File: config.mk
export PLATFORM = sky130hd
export DESIGN_NAME = svl_cell
export DESIGN_NICKNAME = d
export VERILOG_FILES = /design/src/sv/svl_pkg.sv /design/src/sv/svl_cell.sv
export SDC_FILE = /design/constraint.sdc
export NUM_CORES = 1
export LEC_CHECK = 0
export ABC_AREA = 0
export BUFFER_PORTS_ARGS = -buffer_cell sky130_fd_sc_hd__buf_4
export CAP_MARGIN = 20
export CORE_MARGIN = 5
export CORE_UTILIZATION = 26
export CTS_CLUSTER_SIZE = 12
export DETAILED_ROUTE_END_ITERATION = 12
export SYNTH_ARGS = -nofsm -noshare
export SYNTH_HDL_FRONTEND = slang
export SYNTH_SLANG_ARGS = --single-unit
File: constraint.sdc
create_clock -name clk -period 3.5 [get_ports clk]
set_clock_uncertainty 0.2 [all_clocks]
set_input_delay 0.175 -clock clk [delete_from_list [all_inputs] [get_ports clk]]
set_output_delay 0.175 -clock clk [all_outputs]
set_load 0.1 [all_outputs]
File: src/sv/svl_pkg.sv
// Package: types, codes and sizes for the sorted value list.
package svl_pkg;

	localparam int CAPACITY = 32;
	localparam int VAL_W    = 32;
	localparam int CNT_W    = $clog2(CAPACITY + 1);

	typedef enum logic [2:0] {
		CMD_INSERT   = 3'd0,
		CMD_DELETE   = 3'd1,
		CMD_SEARCH   = 3'd2,
		CMD_TRAV_ASC = 3'd3,
		CMD_TRAV_DSC = 3'd4
	} cmd_t;

	typedef enum logic [2:0] {
		ST_DONE      = 3'd0,
		ST_EMPTY     = 3'd1,
		ST_NOT_FOUND = 3'd2,
		ST_FOUND     = 3'd3,
		ST_FULL      = 3'd4,
		ST_ELEMENT   = 3'd5
	} status_t;

	typedef enum logic [2:0] {
		OP_HOLD,
		OP_INSERT,
		OP_DELETE,
		OP_ROT_L,
		OP_ROT_R
	} cell_op_t;

	typedef enum logic [1:0] {
		S_IDLE,
		S_EXEC,
		S_TRAV
	} state_t;

	// What a cell shows its neighbors.
	typedef struct packed {
		logic signed [VAL_W-1:0] value;
		logic                    occ;
		logic                    lt;
	} cell_link_t;

endpackage

File: src/sv/svl_cell.sv
// One list cell: holds a value and its occupied flag, shifts with its neighbors.
module svl_cell
	import svl_pkg::*;
(
	input  logic                    clk,
	input  logic                    arst_n,
	input  cell_op_t                op,
	input  logic signed [VAL_W-1:0] key,
	input  logic signed [VAL_W-1:0] head,
	input  cell_link_t              left_link,
	input  cell_link_t              right_link,
	output cell_link_t              link,
	output logic                    eq,
	output logic                    is_tail
);

	logic signed [VAL_W-1:0] value_q;
	logic                    occ_q;
	logic                    lt;

	assign lt      = occ_q && (value_q < key);
	assign eq      = occ_q && (value_q == key);
	assign is_tail = occ_q && !right_link.occ;
	assign link    = '{value: value_q, occ: occ_q, lt: lt};

	always_ff @(posedge clk or negedge arst_n) begin
		if (!arst_n) begin
			occ_q <= 1'b0;
		end else begin
			case (op)
				OP_INSERT: occ_q <= left_link.occ;
				OP_DELETE: if (!lt) occ_q <= right_link.occ;
				default:   occ_q <= occ_q;
			endcase
		end
	end

	always_ff @(posedge clk) begin
		case (op)
			OP_INSERT: begin
				if (!lt) value_q <= left_link.lt ? key : left_link.value;
			end
			OP_DELETE: begin
				if (!lt) value_q <= right_link.value;
			end
			OP_ROT_L: value_q <= is_tail ? head : right_link.value;
			OP_ROT_R: value_q <= left_link.value;
			default:  value_q <= value_q;
		endcase
	end

endmodule

After elaboration in Yosys (flattened, before gate mapping)
Cells that the tools add are included.
Cells by class
  order comparisons: 1
  reduce and logical (&&, ||, !) cells: 8
  equality and inequality tests: 7
  multiplexer cells: 7
Operators by type and width (count)
  $mux W32: 4
  $pmux W32 S4: 1
  $eq A32 B32 Y1: 1
  $lt A32 B32 Y1: 1
  $eq A3 B2 Y1 const B: 2
  $ne A2 B2 Y1 const B: 2
  $reduce_bool A4 Y1: 1
  $eq A3 B1 Y1 const B: 1
  $eq A3 B3 Y1 const B: 1
  $logic_and A1 B1 Y1: 3
  $reduce_and A3 Y1: 1
  $pmux W1 S2: 1
  $reduce_and A2 Y1: 1
  $reduce_bool A2 Y1: 1
  $logic_not A1 Y1: 1
  $mux W1: 1
Storage, ports and cells
  logic and storage cells: 25
  bits of input ports: 137
  register bits after elaboration: 33
  output and inout bits: 36

Logic depth before layout (Yosys ltp)
Gate-level depths: netlist of the first run.
  depth after elaboration: 4
  gate-level depth with buffers: 9

Worst setup path after synthesis of the first run
No wires, ideal clock.
  path type: flip-flop to output port
  from: register value_q[14]
  to: output eq
  arrival time: 3861 ps
  required time: 3125 ps
  setup slack: -736 ps
  cell stages (with the launch flop): 6
  buffers on the path: 0
  path through: edfxtp_1 ha_1 nand4_1 nor4_1 nand2_1 nor3_1
Between the ends
  cells in the longest elaborated chain, start to end: 2
Ends and longest elaborated chain
  from (decl): RTL line svl_cell.sv:17  | logic signed [VAL_W-1:0] value_q;
  from (signal assigned): RTL line svl_cell.sv:41  | if (!lt) value_q <= left_link.lt ? key : left_link.value;
  from (signal assigned): RTL line svl_cell.sv:44  | if (!lt) value_q <= right_link.value;
  from (signal assigned): RTL line svl_cell.sv:46  | OP_ROT_L: value_q <= is_tail ? head : right_link.value;
  $eq A32 B32 Y1: RTL line svl_cell.sv:22  | assign eq = occ_q && (value_q == key);
  $logic_and A1 B1 Y1: RTL line svl_cell.sv:22
  to (decl): RTL line svl_cell.sv:13  | output logic eq,
Every way passes these cells.

Worst setup path in the final report of the first run
  from: register value_q[5]
  to: register value_q[6] (enable)
Between the ends
  cells in the longest elaborated chain, start to end: 4
  elaborated cells between the ends (all ways): 5
  those cells by class: order compare: 1; eq/ne: 2; reduce/logical: 2
Ends and longest elaborated chain
  $lt A32 B32 Y1 *: RTL line svl_cell.sv:21  | assign lt = occ_q && (value_q < key);
  $logic_and A1 B1 Y1 *: RTL line svl_cell.sv:21
  $ne A2 B2 Y1 (no source line)
  $reduce_and A3 Y1 (no source line) *
Every way passes the cells marked *; elsewhere a longest branch is shown, timed or not.
A chain may end at the register's enable or synchronous reset.

==> results of run 1 <==
## worst max-delay path by stage
stage / cells after the start / slack [ns] / from / end
floorplan: 8 / 0.0009 / value_q[9] / value_q[0]
global placement: 8 / 0.27 / value_q[5] / value_q[20]
detailed placement: 8 / 0.22 / value_q[5] / value_q[2]
CTS: 8 / 0.21 / value_q[5] / value_q[0]
global route: 8 / 0.07 / value_q[13] / value_q[0]
finish: 8 / 0.25 / value_q[5] / value_q[6]
## metrics by stage
step	worst slack (ns)	instances
after detailed placement	0.216	714
after floorplan	0.000902	389
after global routing	0.0727	724
final	0.246	724
after global placement	0.273	714
after CTS	0.208	724
## per-layer routing
metal,share of wire,vias up,global-route usage
met2,0.50,133,0.270
li1,-,1759,-
met4,0.0039,0,0.0233
met5,0,-,0
met3,0.064,6,0.0368
met1,0.43,1628,0.182
## registers in the layout, indices dropped and copies added (netlist names)
| register | cells |
|---|---|
| occ_q | 1 |
| value_q | 32 |
## power by group through the flow
stage                     clock network (mW)  logic, mW  registers, mW
after floorplan                            0      0.407          0.986
after global placement                     0       1.15          0.570
after detailed placement                   0       1.16          0.574
after CTS                              0.515       1.17          0.567
after global routing                   0.535       1.24          0.574
final                                  0.498       1.16          0.565
## final cells by class
type,instances,share of cell area
Multi-Input combinational cell,297,0.454
Timing Repair Buffer,177,0.258
Sequential cell,33,0.191
Tap cell,176,0.0426
Clock buffer,6,0.0249
Inverter,33,0.0239
Clock inverter,2,0.00653
## worst max-delay path, cell delays in order, from the launching register on
cell and delay (ns):
edfxtp_1 0.41, ha_1 0.31, a21oi_1 0.18, o21ai_0 0.10, a22o_1 0.19, o41a_1 0.35
or3_4 0.44, o221ai_4 0.20, nand3_4 0.44
## cell usage after synthesis, types with 3 or more instances
| cell type | number | share of area |
|---|---|---|
| nand2_1 | 14 | 0.015 |
| edfxtp_1 | 32 | 0.27 |
| mux2i_1 | 64 | 0.18 |
| nor2_1 | 6 | 0.0064 |
| a21oi_1 | 45 | 0.064 |
| inv_1 | 33 | 0.035 |
| o21a_1 | 32 | 0.069 |
| o22ai_1 | 32 | 0.057 |
| and4_1 | 4 | 0.010 |
| buf_2 | 3 | 0.0043 |
| o21ai_0 | 3 | 0.0043 |
| clkbuf_1 | 20 | 0.021 |
| nand3_1 | 5 | 0.0072 |
| ha_1 | 32 | 0.11 |
| nor2b_1 | 36 | 0.064 |
## logic make-up after synthesis
logic type,count (synthesis)
compound gates,128
fa+ha+maj,32
buf+inv,59
flops,33
mux,64
simple gates,73
==> results.py, run 1 <==
metrics = {
    "logic_synthesis": {
        "synth-edff-count": 32,
        "synth_cells": 389,
        "yosys_warnings": 0,
        "async_flop_share": 0.0303,
        "synth_simple_gate_area_frac": 0.119,
        "synth_ff_type": "edfxtp_1",
        "synth_fa_ha_area_frac": 0.114,
        "synth_compound_area_frac": 0.235,
        "synth.mux.area_fraction": 0.183,
        "synthXorXnorAreaFrac": 0,
        "yosysSeqAreaShare": 0.282,
        "synth_top_family_by_area": "compound AO/OA/AOI/OAI gates",
        "syn_avg_cell_area_um2": 8.99,
        "synth.distinct_cells": 38,
        "yosys_register_bits": 33,
        "syn_area_um2": 3500,
        "synthesis.nets": 558,
    },
    "layout": {
        "stdcell_area_um2": 5170,
        "num_antenna_cells": 0,
        "mostFrequentLayoutCell": "buf_4",
        "nets": 716,
        "utilization": 0.392,
        "area_growth_pct": 47.9,
        "multi_input_area_um2": 2350,
        "ff_latch_area_um2": 986,
        "final_layout_size_suffix_gt1_frac": 0.350,
        "fillers": 1339,
        "layout_common_cells": "buf_4 (175), mux2i_1 (64), a21oi_1 (44)",
    },
    "setup_path": {
        "worstSetupPathType": "flop to flop",
        "r2r-end": "value_q[6]",
        "r2r_setup_slack_ns": 0.25,
        "worstRegToRegCells": 8,
        "r2r-start": "value_q[5]",
        "cp-start-kind": "flop",
        "arrival_ns": 2.91,
        "cp.required_ns": 3.15,
        "crit_path_end_kind": "flop",
        "worstPathMaxFanout": 32,
    },
    "pwr": {
        "seqPwrFrac": 0.254,
        "power_frac_comb": 0.522,
        "internal_power_mw": 1.22,
        "p_per_area_nw_per_um2": 429,
        "swShare": 0.450,
        "leakage_nw": 2.43,
        "p_sw_uw": 1000,
        "vdd_drop_max_mv": 0.181,
        "p_total_mw": 2.22,
        "clockPowerShare": 0.224,
    },
    "sta": {
        "final_hold_viol_count": 0,
        "post-route-min-period_ns": 3.25,
        "hold_slack_ns": 0.0138,
        "drv_slew": 0,
        "tightest_slew_ns": 1.00,
        "fmaxAchievable_mhz": 307,
        "period_share": 0.930,
        "max_slew_margin": 0.331,
        "tns_ns": 0,
        "setup_viol": 0,
        "rsz0062_at_grt": "false",
    },
    "global_routing": {
        "grt_usage": 0.149,
        "grt_max_degree": 39,
        "overflow": 0,
        "antenna_found_initial": 0,
        "grt_pass1_vias": 3769,
        "grt_pass1_wl_um": 19500,
    },
    "routing": {
        "viasPerCell": 4.87,
        "wl_per_cell_um": 17.0,
        "firstDrtPassIters": 6,
        "vias": 3526,
        "drc": 0,
        "wirelength_um": 12300,
        "ant_nets": 0,
        "drt_iter0_markers": 136,
    },
    "cts": {
        "cts_resized": 0,
        "htree_levels": 2,
        "cts_inserted_buffers": 5,
        "cts_buffer_depth": 2,
        "cts-root-buf": "clkbuf_16",
        "post_cts_buffers": 0,
        "clock_latency_ns": 0.28,
        "clk_pin_slew_worst_paths_ns": 0.06,
        "cts_tree": "built",
        "cts_hold_buffers": 2,
        "numClockSinks": 33,
    },
    "outcome": {
        "outcome": "finished, final reports clean",
    },
    "floorplanning": {
        "num_io_pins": 173,
        "core_um2": 13200,
        "rows": 42,
        "start_util": 0.265,
        "dieArea_um2": 15900,
        "fp.dieH_um": 126,
        "die_w_um": 126,
    },
    "min_path": {
        "hp-class": "primary input to async pin",
    },
    "place": {
        "gp_congestion": 0.759,
        "hpwl_um": 9480,
        "port_buffers": 171,
        "dpl_cell_area_um2": 4990,
    },
    "job": {
        "cap_violations": 0,
    },
}
No activity file was read; power rests on OpenSTA's default activity.
==> run 2: changes to the inputs <==
Settings changed: SETUP_SLACK_MARGIN set to 0.3.
==> run 2 against run 1 <==
- count of clock-buffer cells in the layout did not move
- routed wire length rose by 1.9%
- non-clock buffer count up 1
- critical path type is now flop to output pin
- clock power shrank 14%
- power shrank 2.1%
- sequential share of layout area decreased by 0.096 points
- first-iteration DRC count shrank 31%
- combinational power barely moved
- largest cell class unchanged
- maximum frequency grew 6.7%
- final cell count is 0.28% higher
- die area unchanged
- worst hold slack got worse by 0.0024 ns
==> results.py, run 2 (synthesis gave the netlist of run 1 again) <==
metrics = {
    "outcome": {
        "outcome": "finished, final reports clean",
    },
    "sta": {
        "fmaxAchievable_mhz": 328,
        "rsz0062_at_grt": "false",
        "final_hold_viol_count": 0,
        "setup_viol": 0,
        "drv_slew": 0,
        "tns_ns": 0,
        "post-route-min-period_ns": 3.05,
        "period_share": 0.871,
        "tightest_slew_ns": 1.04,
        "max_slew_margin": 0.306,
        "hold_slack_ns": 0.0114,
    },
    "place": {
        "port_buffers": 171,
        "dpl_cell_area_um2": 4980,
        "hpwl_um": 9360,
        "dpl.cell_count": 713,
        "gp_congestion": 0.789,
    },
    "layout": {
        "reg_top3": "value_q (32), occ_q (1)",
        "mostFrequentLayoutCell": "buf_4",
        "area_growth_pct": 48.7,
        "final_layout_size_suffix_gt1_frac": 0.355,
        "stdcell_area_um2": 5200,
        "layout_common_cells": "buf_4 (174), mux2i_1 (64), a21oi_1 (44)",
        "regMostFlops": "value_q",
        "num_antenna_cells": 0,
        "fin_cells": 726,
        "nets": 718,
        "largest_reg_flops": 32,
    },
    "cts": {
        "cts_tree": "built",
        "cts_inserted_buffers": 5,
        "cts_buffer_depth": 2,
        "clock_latency_ns": 0.27,
        "cts-root-buf": "clkbuf_16",
        "clk_pin_slew_worst_paths_ns": 0.06,
        "numClockSinks": 33,
        "htree_levels": 2,
    },
    "routing": {
        "wl_per_cell_um": 17.3,
        "drt_iter0_markers": 94,
        "ant_nets": 0,
        "wirelength_um": 12600,
        "drc": 0,
        "vias": 3518,
        "firstDrtPassIters": 4,
        "viasPerCell": 4.85,
    },
    "floorplanning": {
        "die_w_um": 126,
        "rows": 42,
        "fp.dieH_um": 126,
        "num_io_pins": 173,
        "dieArea_um2": 15900,
        "core_um2": 13200,
        "start_util": 0.265,
    },
    "pwr": {
        "swShare": 0.464,
        "vdd_drop_max_mv": 0.173,
        "seqPwrFrac": 0.259,
        "p_sw_mw": 1.01,
        "p_per_area_nw_per_um2": 418,
        "power_frac_comb": 0.544,
        "clockPowerShare": 0.197,
        "leakage_nw": 2.45,
        "internal_power_mw": 1.17,
    },
    "global_routing": {
        "antenna_found_initial": 0,
        "grt_max_degree": 39,
        "grtUsageMet2": 0.271,
        "overflow": 0,
        "grt_usage": 0.152,
        "grt_use_met1": 0.185,
        "grt_pass1_wl_um": 19700,
        "use_met3": 0.0360,
        "grt_pass1_vias": 3859,
        "gr-max-usage-layer": "met2",
    },
    "min_path": {
        "hp-class": "primary input to async pin",
    },
    "setup_path": {
        "crit_path_end_kind": "output pin",
        "arrival_ns": 2.67,
        "cp-start-kind": "flop",
        "slowest_delay_ns": 0.44,
        "worstPathMaxFanout": 3,
        "crit_chain": "ha_1, nand4_1, nor4_1, a21boi_1, o41a_1, or3_4, o21ai_1, buf_4",
        "worstSetupPathType": "flop to output pin",
        "cp.required_ns": 3.12,
        "crit_slowest_cell": "or3_4",
    },
    "job": {
        "cap_violations": 0,
    },
}
[run 2: cell types whose count changed in the layout (fill, tap and decap cells not counted)]
cell       delta
buf_12        +2
clkinv_2      +2
buf_4         -1
bufinv_16     -1
clkinv_1      -1
nand3_4       +1
o21ai_0       -1
o21ai_1       +1
[run 2: repair_timing]
action                     in CTS  in global routing
pin swaps                       1                  2
setup endpoints to repair      32                 32
cloned                          1                  0
resized for setup               1                  0
setup buffers                   0                  2
hold endpoints to repair        2                  0
hold buffers                    2                  0
[run 2: per-layer routing]
layer / share of wire / routed length, µm
met1: 0.42 / 5310
met2: 0.50 / 6290
met3: 0.064 / 804
met4: 0.013 / 160
met5: 0 / 0
[run 2: worst paths after layout]
check,startpoint,endpoint,slack [ns],depth (start not counted)
max in group asynchronous,arst_n,occ_q,3.01,2
max,value_q[13],link[0],0.45,8
min in group clk,left_link[28],value_q[26],0.09,3
min reg2reg,occ_q,occ_q,0.70,3
max reg2reg,value_q[13],value_q[1],0.52,9
min,arst_n,occ_q,0.01,2
[run 2: power by group through the flow]
stage | combinational (mW) | sequential, mW | clock (mW)
after floorplan | 0.411 | 0.986 | 0
after global placement | 1.15 | 0.570 | 0
after detailed placement | 1.16 | 0.574 | 0
after CTS | 1.17 | 0.565 | 0.439
after global routing | 1.26 | 0.571 | 0.456
final | 1.18 | 0.563 | 0.429
[run 2: stage by stage]
stage / util / setup slack (ns) / power (mW)
6_report: 0.394 / 0.451 / 2.18
5_1_grt: 0.394 / 0.310 / 2.29
4_1_cts: 0.391 / 0.371 / 2.18
3_5_place_dp: 0.378 / 0.208 / 1.73
3_3_place_gp: 0.378 / 0.271 / 1.72
2_1_floorplan: - / 0.00595 / 1.40
[run 2: final cells by class]
class / instances / area, µm²
Inverter: 33 / 124
Fill cell: 1329 / 7990
Tap cell: 176 / 220
Multi-Input combinational cell: 298 / 2360
Sequential cell: 33 / 986
Clock inverter: 2 / 10.0
Timing Repair Buffer: 178 / 1370
Clock buffer: 6 / 129
[run 2: critical path: cells and delay by family, from the launching register on]
family	cells	cell delay, ns
compound gates	3	0.69
simple gates	3	0.68
buf+inv	1	0.32
flops	1	0.39
fa+ha+maj	1	0.32
==> run 3: changes to the inputs <==
Settings changed: ABC_AREA 0 to 1, CTS_BUF_LIST set to sky130_fd_sc_hd__clkbuf_4 sky130_fd_sc_hd__clkbuf_8 sky130_fd_sc_hd__clkbuf_16.
==> run 3 against run 2 <==
- via count grew 9.8%
- maximum frequency grew 3.4%
- non-clock buffer count grew 19
- critical path depth grew 5
- count of clock-buffer cells in the layout grew 1
- largest power group unchanged
- highest routed layer unchanged
==> results.py, run 3 <==
metrics = {
    "layout": {
        "fin_cells": 836,
        "mostFrequentLayoutCell": "buf_4",
        "layout_common_cells": "buf_4 (176), nand2_1 (165), a21oi_1 (79)",
        "final_layout_size_suffix_gt1_frac": 0.348,
        "area_growth_pct": 55.1,
        "utilization": 0.406,
        "reg_top3": "value_q (32), occ_q (1)",
        "num_antenna_cells": 0,
        "stdcell_area_um2": 5320,
        "largest_reg_flops": 32,
        "nets": 828,
        "regMostFlops": "value_q",
    },
    "pwr": {
        "vdd_drop_max_mv": 0.217,
        "p_total_mw": 2.04,
        "leakage_nw": 2.61,
        "p_per_area_nw_per_um2": 383,
    },
    "floorplanning": {
        "rows": 42,
        "start_util": 0.262,
        "core_um2": 13100,
        "fp.dieH_um": 125,
        "die_w_um": 125,
        "num_io_pins": 173,
        "dieArea_um2": 15600,
    },
    "outcome": {
        "outcome": "finished, final reports clean",
    },
    "cts": {
        "numClockSinks": 33,
        "clock_latency_ns": 0.28,
        "cts_tree": "built",
        "clk_pin_slew_worst_paths_ns": 0.06,
        "cts_resized": 0,
        "post_cts_buffers": 0,
        "cts_buffer_depth": 2,
        "cts-root-buf": "clkbuf_16",
        "cts_inserted_buffers": 5,
        "htree_levels": 2,
    },
    "sta": {
        "tns_ns": 0,
        "hold_slack_ns": 0.00776,
        "post-route-min-period_ns": 2.95,
        "tightest_slew_ns": 0.652,
        "layout_setup_ws_ns": 0.552,
        "fmaxAchievable_mhz": 339,
        "setup_viol": 0,
        "period_share": 0.842,
        "rsz0062_at_grt": "false",
        "max_slew_margin": 0.565,
        "final_hold_viol_count": 0,
        "drv_slew": 0,
    },
    "logic_synthesis": {
        "yosysSeqAreaShare": 0.288,
        "synth_top_cell_by_area": "edfxtp_1",
        "yosys_warnings": 0,
        "syn_area_um2": 3430,
        "async_flop_share": 0.0303,
        "synth_cells": 479,
        "synthesis.nets": 648,
        "synth_common_cells": "nand2_1 (166), a21oi_1 (81), inv_1 (43)",
        "yosys-top-cells-area": "edfxtp_1 (28%), nand2_1 (18%), a21oi_1 (12%)",
        "synth_ff_type": "edfxtp_1",
        "yosysMostFrequentCell": "nand2_1",
        "yosys_register_bits": 33,
        "syn_avg_cell_area_um2": 7.16,
        "yosysTopAreaCellShare": 0.280,
        "synth-edff-count": 32,
        "synth.distinct_cells": 26,
    },
    "global_routing": {
        "grt_pass1_vias": 4019,
        "grt_usage": 0.155,
        "antenna_found_initial": 0,
        "grt_max_degree": 35,
        "overflow": 0,
        "grt_pass1_wl_um": 19900,
    },
    "place": {
        "dpl.cell_count": 808,
        "dpl_cell_area_um2": 4940,
        "pre_cts_slack_ns": 0.465,
        "gp_congestion": 0.802,
        "hpwl_um": 9200,
        "port_buffers": 171,
    },
    "routing": {
        "drt_iter0_markers": 168,
        "wirelength_um": 12000,
        "firstDrtPassIters": 4,
        "ant_nets": 0,
        "viasPerCell": 4.62,
        "vias": 3862,
        "drc": 0,
        "wl_per_cell_um": 14.4,
    },
    "setup_path": {
        "worstSetupPathType": "flop to flop",
        "cp.required_ns": 3.33,
        "crit_path_end_kind": "flop",
        "cp-start-kind": "flop",
        "worstPathMaxFanout": 18,
        "arrival_ns": 2.78,
    },
    "min_path": {
        "hp-class": "primary input to flop",
    },
    "job": {
        "cap_violations": 0,
    },
}
run 3: cell count changes after synthesis, moves of 31 or more:
cell	previous run	this run
nor2b_1	36	0
o22ai_1	32	0
nand3_1	5	36
nand2_1	14	166
mux2i_1	64	0
a21oi_1	45	81
run 3: logic make-up after synthesis:
kind of cell | Yosys count | share of synthesized area
adders and majority gates | 32 | 0.117
and+or+nand+nor | 226 | 0.279
buffers and inverters | 70 | 0.0836
DFF | 33 | 0.288
muxes | 32 | 0.105
AOI/OAI and AO/OA | 86 | 0.128
run 3: timing repair:
item / 4_1_cts / 5_1_grt
hold buffers: 20 / 0
setup endpoints to repair: 0 / 0
endpoints found under the hold margin: 12 / 0
run 3: worst max-delay path, cell delays in order, from the launching register on:
cell and delay, ns:
edfxtp_1 0.44, ha_4 0.32, nand2_2 0.07, nor2_2 0.12
nand2_1 0.09, nor4_2 0.30, nand2_1 0.15, nand3_2 0.10
nand2_2 0.07, nor2_4 0.09, nand2_2 0.05, nand2_2 0.07
clkinvlp_4 0.34, buf_12 0.30
run 3: metal layers:
metal,global-route usage,vias to the layer above,part of all wire
met1,0.196,1741,0.43
met2,0.272,145,0.49
li1,-,1966,-
met5,0,-,0
met4,0.0274,0,0.0063
met3,0.0356,10,0.069
run 3: final timing paths:
path	end	slack, ns	cells after the start	from
max in group asynchronous	occ_q	2.97	2	arst_n
worst max register to register	value_q[28]	0.55	13	value_q[31]
worst max-delay path	value_q[28]	0.55	13	value_q[31]
worst min register to register	occ_q	0.48	2	occ_q
worst min-delay path	value_q[19]	0.008	3	right_link[21]
min in group asynchronous	occ_q	0.05	2	arst_n
run 3: layout make-up:
class / instances / area (µm²)
Clock buffer: 7 / 146
Clock inverter: 1 / 30.0
Fill cell: 1337 / 7770
Inverter: 46 / 176
Multi-Input combinational cell: 376 / 2220
Sequential cell: 33 / 986
Tap cell: 176 / 220
Timing Repair Buffer: 197 / 1540
run 3: where the power goes:
group	total [mW]	switching, mW	internal, mW
registers	0.529	0.0300	0.499
logic	0.987	0.659	0.328
clock network	0.521	0.158	0.363
